<file path="config.mk">
export PLATFORM = sky130hd
export DESIGN_NAME = ctc_prescaler_compare_search_top_flat
export DESIGN_NICKNAME = d
export VERILOG_FILES = /design/src/rtl/ctc_pkg.sv /design/src/rtl/ctc_req_if.sv /design/src/rtl/ctc_rsp_if.sv /design/src/rtl/ctc_ctrl.sv /design/src/rtl/ctc_dp.sv /design/src/rtl/ctc_prescaler_compare_search_top.sv /design/src/flat_wrapper.sv
export SDC_FILE = /design/constraint.sdc
export NUM_CORES = 1
export LEC_CHECK = 0
export BUFFER_PORTS_ARGS = -buffer_cell sky130_fd_sc_hd__buf_4
export CORE_MARGIN = 2
export CORE_UTILIZATION = 60
export CTS_CLUSTER_SIZE = 28
export DETAILED_ROUTE_END_ITERATION = 7
export PLACE_DENSITY = 0.82
export SYNTH_ARGS = -nofsm -noshare
export SYNTH_HDL_FRONTEND = slang
export SYNTH_HIERARCHICAL = 1
export SYNTH_SLANG_ARGS = --single-unit
export TNS_END_PERCENT = 50
</file>
<file path="constraint.sdc">
create_clock -name clock -period 8 [get_ports clock]
set_clock_uncertainty 0.2 [all_clocks]
set_input_delay 0.4 -clock clock [delete_from_list [all_inputs] [get_ports clock]]
set_output_delay 0.4 -clock clock [all_outputs]
set_load 0.02 [all_outputs]
</file>
<file path="src/rtl/ctc_pkg.sv">
// shared types, constants and divisor tables for the ctc prescaler search
package ctc_pkg;

   localparam int unsigned FreqW     = 32;
   localparam int unsigned TimerW    = 3;
   localparam int unsigned PrescaleW = 11;
   localparam int unsigned SelectW   = 3;
   localparam int unsigned CompareW  = 16;
   localparam int unsigned ShiftW    = 4;
   localparam int unsigned CandW     = 3;
   localparam int unsigned DivSteps  = 32;
   localparam int unsigned DivCntW   = 5;

   localparam logic [FreqW-1:0]  CpuFreqReset = 32'd16000000;
   localparam logic [TimerW-1:0] Timer0       = 3'd0;
   localparam logic [TimerW-1:0] Timer2       = 3'd2;
   localparam logic [CandW-1:0]  CandLastT2   = 3'd6;
   localparam logic [CandW-1:0]  CandLastStd  = 3'd4;

   // command word from controller to datapath
   typedef struct packed {
      logic             start;
      logic             div_step;
      logic             commit;
      logic [CandW-1:0] cand;
   } ctc_cmd_type;

   // status word from datapath to controller
   typedef struct packed {
      logic hit;
      logic last;
   } ctc_status_type;

   // log2 of the prescaler at a list position
   function automatic logic [ShiftW-1:0] cand_log2(input logic is_t2,
                                                   input logic [CandW-1:0] idx);
      logic [ShiftW-1:0] res;
      res = '0;
      if (is_t2) begin
         unique case (idx)
            3'd0:    res = 4'd0;
            3'd1:    res = 4'd3;
            3'd2:    res = 4'd5;
            3'd3:    res = 4'd6;
            3'd4:    res = 4'd7;
            3'd5:    res = 4'd8;
            3'd6:    res = 4'd10;
            default: res = 4'd10;
         endcase
      end else begin
         unique case (idx)
            3'd0:    res = 4'd0;
            3'd1:    res = 4'd3;
            3'd2:    res = 4'd6;
            3'd3:    res = 4'd8;
            3'd4:    res = 4'd10;
            default: res = 4'd10;
         endcase
      end
      return res;
   endfunction

endpackage

</file>
<file path="src/rtl/ctc_req_if.sv">
// request channel interface: desired frequency and timer number
interface ctc_req_if;
   logic        valid;
   logic        ready;
   logic [31:0] desired_freq;
   logic [2:0]  timer_index;

   modport source (output valid, output desired_freq, output timer_index, input ready);
   modport sink   (input valid, input desired_freq, input timer_index, output ready);
endinterface

</file>
<file path="src/rtl/ctc_rsp_if.sv">
// response channel interface: chosen prescaler and compare value
interface ctc_rsp_if;
   logic        valid;
   logic        ready;
   logic        found;
   logic [10:0] prescale;
   logic [2:0]  clock_select;
   logic [15:0] compare_value;

   modport source (output valid, output found, output prescale, output clock_select,
                   output compare_value, input ready);
   modport sink   (input valid, input found, input prescale, input clock_select,
                   input compare_value, output ready);
endinterface

</file>
<file path="src/rtl/ctc_ctrl.sv">
// controller: sequences the divide, the prescaler scan and the output word
module ctc_ctrl (
   input  logic                    clock,
   input  logic                    reset,
   input  logic                    req_valid,
   output logic                    req_ready,
   output logic                    rsp_valid,
   input  logic                    rsp_ready,
   output ctc_pkg::ctc_cmd_type    cmd,
   input  ctc_pkg::ctc_status_type status
);
   import ctc_pkg::*;

   typedef enum logic [2:0] {
      ST_IDLE = 3'b001,
      ST_DIV  = 3'b010,
      ST_SCAN = 3'b100
   } state_type;

   localparam logic [DivCntW-1:0] DivLast = DivCntW'(DivSteps - 1);

   state_type          state_ff, state_in;
   logic [DivCntW-1:0] cnt_ff, cnt_in;
   logic [CandW-1:0]   cand_ff, cand_in;
   logic               rsp_valid_ff, rsp_valid_in;
   logic               accept;
   logic               slot_free;

   assign accept    = req_valid && req_ready;
   assign slot_free = !rsp_valid_ff || rsp_ready;
   assign req_ready = (state_ff == ST_IDLE);
   assign rsp_valid = rsp_valid_ff;

   always_comb begin
      state_in     = state_ff;
      cnt_in       = cnt_ff;
      cand_in      = cand_ff;
      rsp_valid_in = rsp_valid_ff && !rsp_ready;
      cmd          = '0;
      cmd.cand     = cand_ff;
      unique case (state_ff)
         ST_IDLE: begin
            if (req_valid) begin
               cmd.start = 1'b1;
               cnt_in    = '0;
               state_in  = ST_DIV;
            end
         end
         ST_DIV: begin
            cmd.div_step = 1'b1;
            cnt_in       = cnt_ff + 1'b1;
            if (cnt_ff == DivLast) begin
               cand_in  = '0;
               state_in = ST_SCAN;
            end
         end
         ST_SCAN: begin
            if (status.hit || status.last) begin
               if (slot_free) begin
                  cmd.commit   = 1'b1;
                  rsp_valid_in = 1'b1;
                  state_in     = ST_IDLE;
               end
            end else begin
               cand_in = cand_ff + 1'b1;
            end
         end
         default: state_in = ST_IDLE;
      endcase
   end

   always_ff @(posedge clock) begin
      if (reset) begin
         state_ff     <= ST_IDLE;
         cnt_ff       <= '0;
         cand_ff      <= '0;
         rsp_valid_ff <= 1'b0;
      end else begin
         state_ff     <= state_in;
         cnt_ff       <= cnt_in;
         cand_ff      <= cand_in;
         rsp_valid_ff <= rsp_valid_in;
      end
   end

   a_start_div: assert property (@(posedge clock) disable iff (reset)
      accept |=> (state_ff == ST_DIV) && (cnt_ff == '0))
      else $error("divide did not start after accept");

   a_div_to_scan: assert property (@(posedge clock) disable iff (reset)
      (state_ff == ST_DIV && cnt_ff == DivLast) |=> (state_ff == ST_SCAN) && (cand_ff == '0))
      else $error("scan did not follow the last divide step");

   a_commit_ok: assert property (@(posedge clock) disable iff (reset)
      cmd.commit |-> (state_ff == ST_SCAN) && (status.hit || status.last) && slot_free)
      else $error("result committed out of turn");

   a_commit_valid: assert property (@(posedge clock) disable iff (reset)
      cmd.commit |=> rsp_valid_ff && (state_ff == ST_IDLE))
      else $error("committed result not presented");

endmodule

</file>
<file path="src/rtl/ctc_dp.sv">
// datapath: cpu clock register, bit-serial divider, candidate check, result register
module ctc_dp (
   input  logic                                clock,
   input  logic                                reset,
   input  logic                                csr_wr_en,
   input  logic [ctc_pkg::FreqW-1:0]           csr_wr_data,
   input  logic [ctc_pkg::FreqW-1:0]           req_desired_freq,
   input  logic [ctc_pkg::TimerW-1:0]          req_timer_index,
   input  ctc_pkg::ctc_cmd_type                cmd,
   output ctc_pkg::ctc_status_type             status,
   output logic                                rsp_found,
   output logic [ctc_pkg::PrescaleW-1:0]       rsp_prescale,
   output logic [ctc_pkg::SelectW-1:0]         rsp_clock_select,
   output logic [ctc_pkg::CompareW-1:0]        rsp_compare_value
);
   import ctc_pkg::*;

   logic [FreqW-1:0]     cpu_freq_ff;
   logic [FreqW-1:0]     freq_ff;
   logic [TimerW-1:0]    timer_ff;
   logic [FreqW-1:0]     rem_ff, rem_in;
   logic [FreqW-1:0]     quo_ff, quo_in;
   logic [FreqW:0]       trial;
   logic [FreqW:0]       diff;
   logic                 is_t2, is_8bit, freq_zero;
   logic [ShiftW-1:0]    log2p;
   logic [FreqW-1:0]     q;
   logic                 fits;
   logic                 found_ff;
   logic [PrescaleW-1:0] prescale_ff;
   logic [SelectW-1:0]   select_ff;
   logic [CompareW-1:0]  compare_ff;

   always_ff @(posedge clock) begin
      if (reset) begin
         cpu_freq_ff <= CpuFreqReset;
      end else if (csr_wr_en) begin
         cpu_freq_ff <= csr_wr_data;
      end
   end

   // restoring divide, one quotient bit per step
   assign trial = {rem_ff, quo_ff[FreqW-1]};
   assign diff  = trial - {1'b0, freq_ff};

   always_comb begin
      if (!diff[FreqW]) begin
         rem_in = diff[FreqW-1:0];
         quo_in = {quo_ff[FreqW-2:0], 1'b1};
      end else begin
         rem_in = trial[FreqW-1:0];
         quo_in = {quo_ff[FreqW-2:0], 1'b0};
      end
   end

   always_ff @(posedge clock) begin
      if (cmd.start) begin
         freq_ff  <= req_desired_freq;
         timer_ff <= req_timer_index;
         rem_ff   <= '0;
         quo_ff   <= cpu_freq_ff;
      end else if (cmd.div_step) begin
         rem_ff <= rem_in;
         quo_ff <= quo_in;
      end
   end

   // cpu/(2*f*p) equals (cpu/f) >> (log2 p + 1)
   assign is_t2     = (timer_ff == Timer2);
   assign is_8bit   = (timer_ff == Timer0) || is_t2;
   assign freq_zero = (freq_ff == '0);
   assign log2p     = cand_log2(is_t2, cmd.cand);
   assign q         = quo_ff >> (log2p + 1'b1);

   // compare = q - 1 must stay below the timer's top value
   always_comb begin
      if (is_8bit) begin
         fits = (q[FreqW-1:8] == '0);
      end else begin
         fits = (q[FreqW-1:CompareW] == '0);
      end
   end

   assign status.hit  = !freq_zero && (q[FreqW-1:1] != '0) && fits;
   assign status.last = (cmd.cand == (is_t2 ? CandLastT2 : CandLastStd));

   always_ff @(posedge clock) begin
      if (cmd.commit) begin
         found_ff <= status.hit;
         if (status.hit) begin
            prescale_ff <= PrescaleW'(1) << log2p;
            select_ff   <= cmd.cand + 1'b1;
            compare_ff  <= q[CompareW-1:0] - 1'b1;
         end else begin
            prescale_ff <= '0;
            select_ff   <= '0;
            compare_ff  <= '0;
         end
      end
   end

   assign rsp_found         = found_ff;
   assign rsp_prescale      = prescale_ff;
   assign rsp_clock_select  = select_ff;
   assign rsp_compare_value = compare_ff;

endmodule

</file>
<file path="src/rtl/ctc_prescaler_compare_search_top.sv">
// top level of the ctc prescaler and compare value search
//
// req_ch carries one word per search: desired_freq in hertz and timer_index.
// timers 0 and 2 are 8-bit, all others 16-bit; timer 2 has seven prescalers
// (1,8,32,64,128,256,1024), the rest five (1,8,64,256,1024).
// rsp_ch returns one word per request: found, prescale, clock_select and
// compare_value, all zero when no prescaler fits or the frequency is zero.
// csr_wr_en/csr_wr_data load cpu_freq; write it only while the block is idle.
//
// the bit-serial divider first computes cpu_freq / desired_freq; the scan
// then tries one prescaler per cycle (1 to 7 of them) until one fits or the
// list ends, and the response word is registered from that prescaler.
// the divider is shared by all candidates; each prescaler is a right shift
// of its quotient. one search runs at a time; req_ch.ready is high only
// between searches, so a new request is taken only after the last search has committed.
// a finished word sits in the output register; a new request is accepted
// while it waits. a further result holds in the scan until rsp_ch drains.
// reset clears all control state and sets cpu_freq to 16 MHz.
module ctc_prescaler_compare_search_top (
   input  logic                      clock,
   input  logic                      reset,
   input  logic                      csr_wr_en,
   input  logic [ctc_pkg::FreqW-1:0] csr_wr_data,
   ctc_req_if.sink                   req_ch,
   ctc_rsp_if.source                 rsp_ch
);
   import ctc_pkg::*;

   ctc_cmd_type    cmd;
   ctc_status_type status;

   // sequencing: idle, divide, scan
   ctc_ctrl u_ctrl (
      .clock     (clock),
      .reset     (reset),
      .req_valid (req_ch.valid),
      .req_ready (req_ch.ready),
      .rsp_valid (rsp_ch.valid),
      .rsp_ready (rsp_ch.ready),
      .cmd       (cmd),
      .status    (status)
   );

   // arithmetic and result register
   ctc_dp u_dp (
      .clock             (clock),
      .reset             (reset),
      .csr_wr_en         (csr_wr_en),
      .csr_wr_data       (csr_wr_data),
      .req_desired_freq  (req_ch.desired_freq),
      .req_timer_index   (req_ch.timer_index),
      .cmd               (cmd),
      .status            (status),
      .rsp_found         (rsp_ch.found),
      .rsp_prescale      (rsp_ch.prescale),
      .rsp_clock_select  (rsp_ch.clock_select),
      .rsp_compare_value (rsp_ch.compare_value)
   );

endmodule

</file>
<file path="src/flat_wrapper.sv">
// flat-port wrapper written by rule: the top's interface ports become plain ports
module ctc_prescaler_compare_search_top_flat import ctc_pkg::*;
  (clock, reset, csr_wr_en, csr_wr_data, req_ch_valid, req_ch_desired_freq, req_ch_timer_index, req_ch_ready, rsp_ch_valid, rsp_ch_found, rsp_ch_prescale, rsp_ch_clock_select, rsp_ch_compare_value, rsp_ch_ready);
  ctc_req_if req_ch_i ();
  ctc_rsp_if rsp_ch_i ();
  input  logic clock;
  input  logic reset;
  input  logic csr_wr_en;
  input  logic [ctc_pkg::FreqW-1:0] csr_wr_data;
  input wire logic [$bits(req_ch_i.valid)-1:0] req_ch_valid;
  input wire logic [$bits(req_ch_i.desired_freq)-1:0] req_ch_desired_freq;
  input wire logic [$bits(req_ch_i.timer_index)-1:0] req_ch_timer_index;
  output wire logic [$bits(req_ch_i.ready)-1:0] req_ch_ready;
  output wire logic [$bits(rsp_ch_i.valid)-1:0] rsp_ch_valid;
  output wire logic [$bits(rsp_ch_i.found)-1:0] rsp_ch_found;
  output wire logic [$bits(rsp_ch_i.prescale)-1:0] rsp_ch_prescale;
  output wire logic [$bits(rsp_ch_i.clock_select)-1:0] rsp_ch_clock_select;
  output wire logic [$bits(rsp_ch_i.compare_value)-1:0] rsp_ch_compare_value;
  input wire logic [$bits(rsp_ch_i.ready)-1:0] rsp_ch_ready;
  assign req_ch_i.valid = req_ch_valid;
  assign req_ch_i.desired_freq = req_ch_desired_freq;
  assign req_ch_i.timer_index = req_ch_timer_index;
  assign req_ch_ready = req_ch_i.ready;
  assign rsp_ch_valid = rsp_ch_i.valid;
  assign rsp_ch_found = rsp_ch_i.found;
  assign rsp_ch_prescale = rsp_ch_i.prescale;
  assign rsp_ch_clock_select = rsp_ch_i.clock_select;
  assign rsp_ch_compare_value = rsp_ch_i.compare_value;
  assign rsp_ch_i.ready = rsp_ch_ready;
  ctc_prescaler_compare_search_top u_core (.clock(clock), .reset(reset), .csr_wr_en(csr_wr_en), .csr_wr_data(csr_wr_data), .req_ch(req_ch_i), .rsp_ch(rsp_ch_i));
endmodule
</file>
# Word-level counts from Yosys, hierarchy flattened
# Index checks and enable logic that the tools add are counted.
dict set report op_classes {
  n_eq_ne 16
  shifts 2
  reduce_logical 21
  n_addsub 5
  n_mux 28
}
# operator count
set op_table {}
lappend op_table {{32-bit two-way mux} 3}
lappend op_table {{33-bit by 32-bit subtractor with 33-bit output} 1}
lappend op_table {{32-bit logical NOT} 1}
lappend op_table {{32-bit by 4-bit >> shifter with 32-bit output} 1}
lappend op_table {{31-bit nonzero test} 1}
lappend op_table {{24-bit logical NOT} 1}
lappend op_table {{4-bit one-hot mux with 6 select lines} 1}
lappend op_table {{3-bit two-way mux} 6}
lappend op_table {{16-bit logical NOT} 1}
lappend op_table {{4-bit one-hot mux with 4 select lines} 1}
lappend op_table {{16-bit by 1-bit subtractor with 16-bit output, second input constant} 1}
lappend op_table {{3-bit by 2-bit == test with 1-bit output, second input constant} 4}
lappend op_table {{1-bit two-way mux} 11}
lappend op_table {{1-bit by 4-bit left shift with 11-bit output, first input constant} 1}
lappend op_table {{2-bit != test, second input constant} 5}
lappend op_table {{5-bit one-hot mux with 2 select lines} 1}
lappend op_table {{3-bit == test, second input constant} 3}
lappend op_table {{3-bit one-hot mux with 3 select lines} 1}
lappend op_table {{3-bit by 1-bit == test with 1-bit output, second input constant} 2}
lappend op_table {{3-bit logical NOT} 2}
lappend op_table {{3-bit one-hot mux with 2 select lines} 1}
lappend op_table {{2-bit nonzero test} 3}
lappend op_table {{5-bit by 1-bit adder with 5-bit output, second input constant} 1}
lappend op_table {{5-bit == test, second input constant} 1}
lappend op_table {{other kinds (12)} 18}
dict set report word_totals {
  word_cells 85
  register_bits 174
}

# Logic depth before layout (Yosys ltp)
dict set report logic_depth {
  ltp_word 11
  depth_mapped 26
  depth_no_buf 19
}

# Cells and area by module
# The synthesis kept the hierarchy.
# mod cells_per_inst seq_area_each_um2 area_each_um2 instances
set by_module_without_submodules {}
lappend by_module_without_submodules {ctc_dp 996 4224.1 10058.4 1}
lappend by_module_without_submodules {ctc_ctrl 77 240.2 659.4 1}

# Least setup slack after synthesis
# No wires, ideal clock.
dict set report synth_path {
  path_kind {register to register}
  from {register u_core.u_dp.timer_ff[0]}
  to {register u_core.u_dp.select_ff[0] (netlist: u_core/u_dp/rsp_clock_select[0]) (enable)}
  stages_incl_launch_ff 21
  period_less_slack_ns 6.614
  required_ns 7.381
  setup_slack_ns 1.386
  n_path_buf 5
  arrival_ns 5.995
  setup_ns 0.419
  cell_sequence {edfxtp_1 -> or3b_1 -> buf_2 -> or3_1 -> buf_6 -> nand2_8 -> buf_2 -> ha_1 -> nand4bb_1 -> a2bb2oi_1 -> nand2_1 -> clkbuf_1 -> mux4_2 -> a32oi_1 -> a221oi_2 -> and2_1 -> a311o_2 -> buf_4 -> inv_2 -> o21ai_0 -> nor2_1}
}
# element line_no
set synth_rtl {}
lappend synth_rtl {{from (decl)} ctc_dp.sv:20} ;# logic [TimerW-1:0] timer_ff;
lappend synth_rtl {{from (signal assigned)} ctc_dp.sv:59} ;# timer_ff <= req_timer_index;
lappend synth_rtl {{to (signal assigned)} ctc_dp.sv:92} ;# select_ff <= cmd.cand + 1'b1;
lappend synth_rtl {{to (decl)} ctc_dp.sv:31} ;# logic [SelectW-1:0] select_ff;

==> flow_summary_export.csv <==
group,metric,value,unit
run_status,outcome,"finished, final reports clean",
synth,synth_cell_type_count,86,
global_route,grt.met1_usage,0.3935,
detailed_routing,drt_first_pass_iters,7,
sta,fin_tns_setup,0,ps
final_layout,post_route_cells_drive_above_1_share,0.1764,
final_layout,fillers,1181,
synth,synth_top_cells_by_area,"edfxtp_1, dfxtp_1, mux2i_1",
worst_hold_path,hold_path_startpoint,"csr_wr_data[29]",
placed_design,portBuffers,104,
sta,worst_hold_slack,8.161,ps
placed_design,dp_hpwl,17670,um
critical_path,crit_arrival,7210,ps
clock_tree,clk_pin_slew,70,ps
final_layout,final_core_utilization,0.7322,
synth,async_flop_share,0,
detailed_routing,drc_errors,0,
synth,syn_inst,1073,
synth,post-synth-top-area-fraction,0.2746,
worst_hold_path,hold_path.class,"in2reg",
critical_path,worstSetupEndpointType,"flop",
floorplanning,ios,105,
critical_path,worst_path_max_delay_cell,"and2_1",
floorplanning,fp.dieArea,0.01895,mm2
sta,report.final.slew_viol_count,0,
synth,synthesis.area_per_instance,9.989,um2
job,drv.max_cap_violation_count,0,
power_and_ir_drop,leak_pwr,5.231,nW
clock_tree,cts.repair_timing.setup_buffer_count,0,
critical_path,timing.critical_path.cells,"inv_1 > ha_1 > nor3_1 > or3_1 > nand2_8 > ha_1 > nand4bb_1 > a2bb2oi_1 > and2_1 > mux2i_1 > mux2i_1 > mux4_2 > nor4_4 > and3_1 > a311o_2 > inv_2 > or4b_4 > a21o_1 > a32o_1",
synth,synth-main-ff-cell,"edfxtp_1",
global_route,grt_overflow_total,0,
critical_path,reg2reg_setup_slack,910,ps
critical_path,reg2reg_from,"u_core/u_ctrl/cand_ff[0]$_SDFFE_PP0P_",
critical_path,worst_path_largest_cell_delay,860,ps
floorplanning,dieWidth,137.7,um
sta,max_slew.worst_pin.slew,1111,ps
detailed_routing,routed_via_density,6.154,
critical_path,critPathRequiredTime,8120,ps
final_layout,finalNonFillerCells,1438,
critical_path,crit_path_max_fanout,31,
global_route,first_pass_grt_wire_length,41950,um
synth,synthesis.nets,1191,
placed_design,gp_congestion,0.9465,
sta,setup_ws,913.1,ps
floorplanning,core_area,0.01736,mm2
sta,hold_violations,0,
detailed_routing,antenna_violating_nets_post_route,0,
global_route,grt.busiest_layer,"met2",
floorplanning,initial_utilization,0.6175,
final_layout,design.final.nets,1318,
sta,unrepaired_setup_endpoints_after_global_routing,"no",
synth,post_synthesis_sequential_element_count,174,
floorplanning,floorplan.die.height,137.7,um
global_route,gr-usage-met3,0.05813,
synth,synth_top_cell_by_area,"edfxtp_1",
floorplanning,placementRows,48,
clock_tree,cts.sinks,174,
synth,mappedNetlistArea,0.01072,mm2
final_layout,design_area,0.01271,mm2
power_and_ir_drop,fin_total_pwr,2.457,mW
placed_design,placed_cell_area,0.01159,mm2
synth,ys.warnings.count,6,
power_and_ir_drop,vdd.ir_drop.worst,0.1489,mV
global_route,maximum_number_of_pins_on_one_net_before_global_route_repair,80,
sta,timing.final.setup_violations,0,
global_route,first_global_vias,8346,
detailed_routing,wl_per_cell,18.21,um
clock_tree,cts_root_buffer,"clkbuf_16",
global_route,grt.met2_usage,0.4547,
clock_tree,cts_max_path_buffers,2,
critical_path,critical_path_buffer_and_inverter_count,2,
final_layout,antenna_cells,0,
sta,maxSlewHeadroom,0.2592,
sta,final_min_period_over_clock_period,0.8859,
synth,synth-edff-count,98,
critical_path,crit_start,"u_core/u_ctrl/cand_ff[0]$_SDFFE_PP0P_",
detailed_routing,dr.first_iter.drc_count,845,
clock_tree,tritoncts.num_buffers,17,
clock_tree,post_cts_resized,0,
global_route,antenna_found_initial,0,
global_route,track_usage,0.2849,
clock_tree,clock_latency,440,ps
critical_path,critPathKind,"reg2reg",
placed_design,minimum_setup_slack_after_placement,1044,ps
clock_tree,cts_tree,"done",
placed_design,placed_cells,1353,
power_and_ir_drop,power.density_cell_area,193.4,mW/mm2
critical_path,crit_family,"simple AND/OR/NAND/NOR gates",
detailed_routing,vias,8850,
detailed_routing,route.final.wire_length,26190,um
synth,register_area_share_after_synthesis,0.4165,
clock_tree,htreeDepth,4,
sta,finalWorstPathRequiredPeriod,7087,ps
final_layout,syn2layout_area_growth,18.57,%
sta,fmax,141.1,MHz
critical_path,setup.worst_path.start_class,"flop",
[path summary, 6_finish.rpt]
| check | end | cells past startpoint |
|---|---|---|
| min reg2reg | u_core/u_ctrl/cnt_ff[4]$_SDFFE_PP0P_ | 2 |
| min | u_core/u_dp/cpu_freq_ff[29]$_SDFFE_PP0P_ | 3 |
| max reg2reg | u_core/u_ctrl/cand_ff[0]$_SDFFE_PP0P_ | 19 |
| max | u_core/u_ctrl/cand_ff[0]$_SDFFE_PP0P_ | 19 |
[layer usage]
| layer | routed length, um | up-vias |
|---|---|---|
| met5 | 0 | - |
| met4 | 527 | 0 |
| met3 | 1721 | 53 |
| met2 | 12180 | 334 |
| met1 | 11760 | 4214 |
| li1 | - | 4249 |
[sequential cells by signal, summed over array words and instances, names as in the netlist, 3 cells and up]
register and flops:
u_core/u_ctrl/state_ff 3, u_core/u_dp/cpu_freq_ff 32, u_core/u_ctrl/cand_ff 3, u_core/u_dp/rsp_clock_select 3, u_core/u_dp/rem_ff 32, u_core/u_dp/timer_ff 3
u_core/u_dp/freq_ff 32, u_core/u_ctrl/cnt_ff 5, u_core/u_dp/rsp_compare_value 16, u_core/u_dp/quo_ff 32, u_core/u_dp/rsp_prescale 11
[cell usage in the layout, fill, tap and decap left out, drive strengths merged, types with 17 or more instances in the layout]
master / count
nor2: 105
clkbuf: 17
mux4: 17
o21ai: 30
nand3: 26
dlygate4sd3: 53
mux2i: 74
buf: 111
nand2: 100
a21o: 24
edfxtp: 98
inv: 77
nor4: 23
ha: 45
mux2: 32
dfxtp: 76
nor3: 17
a311oi: 29
xnor2: 22
a21oi: 43
[where the power goes]
part           switching (mW)  total, mW  internal, mW
registers              0.0609       1.07          1.01
clock network           0.400      0.846         0.446
logic                   0.306      0.537         0.230
total                   0.767       2.46          1.69
[worst min-delay path, delay by kind of cell]
kind          cells  cell delay (ps)
simple gates      1               80
buf+inv           1               80
mux               1               50
[kinds of logic after synthesis]
logic type | count (synthesis) | synth area share
muxes | 123 | 0.1400
xor gates and xnor gates | 38 | 0.03105
DFF | 174 | 0.4165
and+or+nand+nor | 349 | 0.1618
buffers and inverters | 124 | 0.04950
adders and majority gates | 46 | 0.05440
AOI/OAI and AO/OA | 219 | 0.1467
[Yosys cell counts (8+ instances only)]
library cell	instances
mux4_2	17
clkbuf_1	38
ha_1	45
a31oi_1	9
xor2_1	16
a211o_1	9
mux2i_1	72
o21ai_0	29
a21oi_1	42
nor3_1	17
nor4_1	22
and3_1	8
edfxtp_1	98
nor2b_1	13
xnor2_1	22
inv_1	65
a211oi_1	8
a311oi_1	29
mux2_2	31
nor2_1	105
nand3_1	25
nand2_1	98
a21o_1	24
nand4_1	13
dfxtp_1	76
[layout make-up]
cell class,instances,area (um2),share of cell area
inverter,68,256.5,0.02018
tap,225,281.5,0.02215
clock buffer,17,425.4,0.03347
multi-input combinational,775,5752,0.4526
timing repair buffer,164,1364,0.1073
clock inverter,15,165.2,0.01300
sequential,174,4464,0.3513
[timing repair]
action	CTS	global route
endpoints found under the hold margin	53	0
setup endpoints to repair	0	0
hold buffers	53	0
(Power assumes the default switching activity.)
